[config.mk]
export PLATFORM = sky130hd
export DESIGN_NAME = ftb_cmp
export DESIGN_NICKNAME = d
export VERILOG_FILES = /design/src/sv/ftb_pkg.sv /design/src/sv/ftb_cmp.sv
export SDC_FILE = /design/constraint.sdc
export NUM_CORES = 1
export LEC_CHECK = 0
export BUFFER_PORTS_ARGS = -buffer_cell sky130_fd_sc_hd__buf_2
export CAP_MARGIN = 25
export CORE_ASPECT_RATIO = 2
export CORE_MARGIN = 2
export CORE_UTILIZATION = 50
export DETAILED_ROUTE_END_ITERATION = 10
export GPL_TIMING_DRIVEN = 1
export PLACE_DENSITY = 0.91
export SLEW_MARGIN = 20
export SYNTH_ARGS = -nofsm -noshare
export SYNTH_HDL_FRONTEND = slang
export SYNTH_SLANG_ARGS = --single-unit
[constraint.sdc]
create_clock -name vclk -period 4.8
set_clock_uncertainty 0.1 [all_clocks]
set_input_delay 0.72 -clock vclk [all_inputs]
set_output_delay 0.72 -clock vclk [all_outputs]
set_load 0.02 [all_outputs]
[src/sv/ftb_pkg.sv]
// ----------------------------------------------------------------------------
// ftb_pkg
// Shared constants and types for the feature threshold binning block.
// ----------------------------------------------------------------------------
package ftb_pkg;

    // Table geometry.
    localparam int FEATURES   = 64;
    localparam int THRESHOLDS = 256;

    // Field widths fixed by the interface.
    localparam int FEAT_W = 6;
    localparam int SLOT_W = 8;
    localparam int VAL_W  = 32;
    localparam int BIN_W  = 8;

    // Derived widths.
    localparam int FEAT_AW = $clog2(FEATURES);
    localparam int SLOT_AW = $clog2(THRESHOLDS);
    localparam int ADDR_W  = FEAT_AW + SLOT_AW;
    localparam int CNT_W   = $clog2(THRESHOLDS + 1);

    // Command codes.
    localparam logic CMD_WRITE = 1'b0;
    localparam logic CMD_BIN   = 1'b1;

    // Outcome of one interval compare.
    typedef struct packed {
        logic lo_le_x;
        logic x_lt_hi;
    } hit_t;

endpackage

[src/sv/ftb_cmp.sv]
// ----------------------------------------------------------------------------
// ftb_cmp
// Interval compare unit shared by every step of the bin scan.
// ----------------------------------------------------------------------------
module ftb_cmp
    import ftb_pkg::*;
(
    input  logic signed [VAL_W-1:0] lo,
    input  logic signed [VAL_W-1:0] hi,
    input  logic signed [VAL_W-1:0] x,
    output hit_t                    hit
);

    // Both bounds are signed Q16.16, compared as two's complement integers.
    always_comb
    begin
        hit.lo_le_x = (lo <= x);
        hit.x_lt_hi = (x < hi);
    end

endmodule

==> results.ini <==
[min_path]
hp-class=in -> out

[final_layout]
fillers=292
nClkBuffers=0
layout.area.seq_um2=0
fin_util=0.6860
antenna_cells=0
area_growth_syn_to_layout_pct=32.84
final_layout_size_suffix_gt1_frac=0.3127
layout.nets=484
seq_cell_count=0

[logic_synthesis]
ys_types=27
yosys-top-cells-count=65 x inv_1, 63 x ha_1, 23 x a21oi_1, 14 x nand4_1, 10 x a21o_1
syn-cell-area_um2=1612
syn-num-nets=384
syn_avg_cell_area_um2=7.162
synth.top_cell.area_share=0.4891
yosysTopAreaCell=ha_1
synth_most_common_cell=inv_1
synth.area.top_cells=ha_1 49%, inv_1 15%, a21oi_1 7.1%
synthCells=225
seq_area_frac_synth=0
yosysWarnings=0

[route]
drt-initial-drc-count=11
drt-total-wl_mm=4.279
via_per_inst=5.331
ant_nets=0
via_count=1887
first_pass_iters=4
drcViolationCount=0
wl_per_cell_um=12.09

[clock_tree]
hold_buffers=0
cts_resized=0
post-cts-setup-buffers=0

[timing]
finalSetupViolations=0
rsz0062_at_grt=false
maxSlewViolCount=0
setup_tns_ns=0
hold_viol_final=0
post-route-min-period_ns=3.345
relSlewSlack=0.7306
fin_crit_sh=0.6970
worst_pin_slew_ns=0.4005
max_freq_mhz=298.9

[floorplanning]
die_h_um=84.29
die_w_um=44.15
rows=29
io_pins=98
dieArea_um2=3721
core_um2=3120
start_util=0.5164

[power]
ir_worst_vdd_mv=0.04580
leakagePower_nw=1.424
power_density_nw_per_um2=77.78

[flow_run]
cap_viol_max_count=0

[grt]
grt_start_max_net_pins=5
grt_usage=0.2401
grt_pass1_wl_mm=7.217
antenna_found_initial=0
grt-ovfl-total=0
grt_pass1_vias=2039

[placed_design]
portBuffers=98
gp_congestion=0.8332
dp_hpwl_mm=4.168

[critical_path]
crit_required_ns=3.98
cp-end-kind=output pin
start_kind=input pin
cp.arrival_ns=2.53
cp_max_fo=3
worstSetupPathType=in -> out

[run_status]
outcome=finished, final reports clean

layer usage:
metal  wire (um)  share of wire  track usage  vias up
met5           0              0            0        -
met4         140          0.033      0.06887        0
met3         182          0.043      0.01505       14
met2        2620           0.61       0.5348       64
met1        1336           0.31       0.1910      824
li1            -              -            -      985
worst max-delay path, stage by stage:
cell       delay [ns]
buf_2            0.09
inv_1            0.04
ha_1             0.30
a21oi_1          0.15
nand2_1          0.07
a21o_1           0.19
o41ai_2          0.33
o2111ai_1        0.15
mux2_1           0.32
buf_2            0.16
per-stage QoR:
stage / hold slack (ns) / setup slack (ns) / area, um2 / cells / power (mW)
after floorplan: 1.673 / 1.616 / 1612 / 225 / 0.09729
after global placement: 1.852 / 1.468 / 2141 / 354 / 0.1596
after detailed placement: 1.861 / 1.462 / 2141 / 354 / 0.1684
after CTS: 1.859 / 1.459 / 2141 / 354 / 0.1691
after global routing: 1.906 / 1.252 / 2141 / 354 / 0.1941
final: 1.851 / 1.455 / 2141 / 354 / 0.1665
layout by cell type (no fill, tap or decap), types with 2 or more instances in the layout:
| cell type | instances |
|---|---|
| buf_2 | 98 |
| inv_1 | 65 |
| ha_1 | 63 |
| a21oi_1 | 23 |
| nand4_1 | 14 |
| a21o_1 | 10 |
| nand2_1 | 9 |
| nand3_1 | 6 |
| o21ai_0 | 5 |
| nor2_1 | 4 |
| o21ai_1 | 3 |
| nor4_1 | 2 |
| nor3_1 | 2 |
| a211oi_1 | 2 |
| nor2b_1 | 2 |
| nand2b_1 | 2 |
| a41oi_1 | 2 |
report_power, final:
part | switching, mW | total (mW) | leakage [nW] | internal (mW)
sequential | 0 | 0 | 0 | 0
clock | 0 | 0 | 0 | 0
combinational | 0.0831 | 0.167 | 1.42 | 0.0834
total | 0.0831 | 0.167 | 1.42 | 0.0834
worst paths after layout:
kind              start      to  slack (ns)  cells after the start
setup / recovery  x[14]  hit[1]        1.45                     10
hold / removal    x[30]  hit[0]        1.85                      5
kinds of logic after synthesis:
group | after synthesis | synth area share
and+or+nand+nor | 43 | 0.1421
buffers and inverters | 65 | 0.1514
muxes | 1 | 0.006987
AOI/OAI and AO/OA | 53 | 0.2104
adders and majority gates | 63 | 0.4891
layout make-up:
type               instances  area, um2  share of cell area
multi-input cells        160       1368              0.6388
repair buffers            98      490.5              0.2291
inverters                 65      244.0              0.1140
well taps                 31      38.79             0.01812
Note: power is estimated with default switching activity, not from simulation.
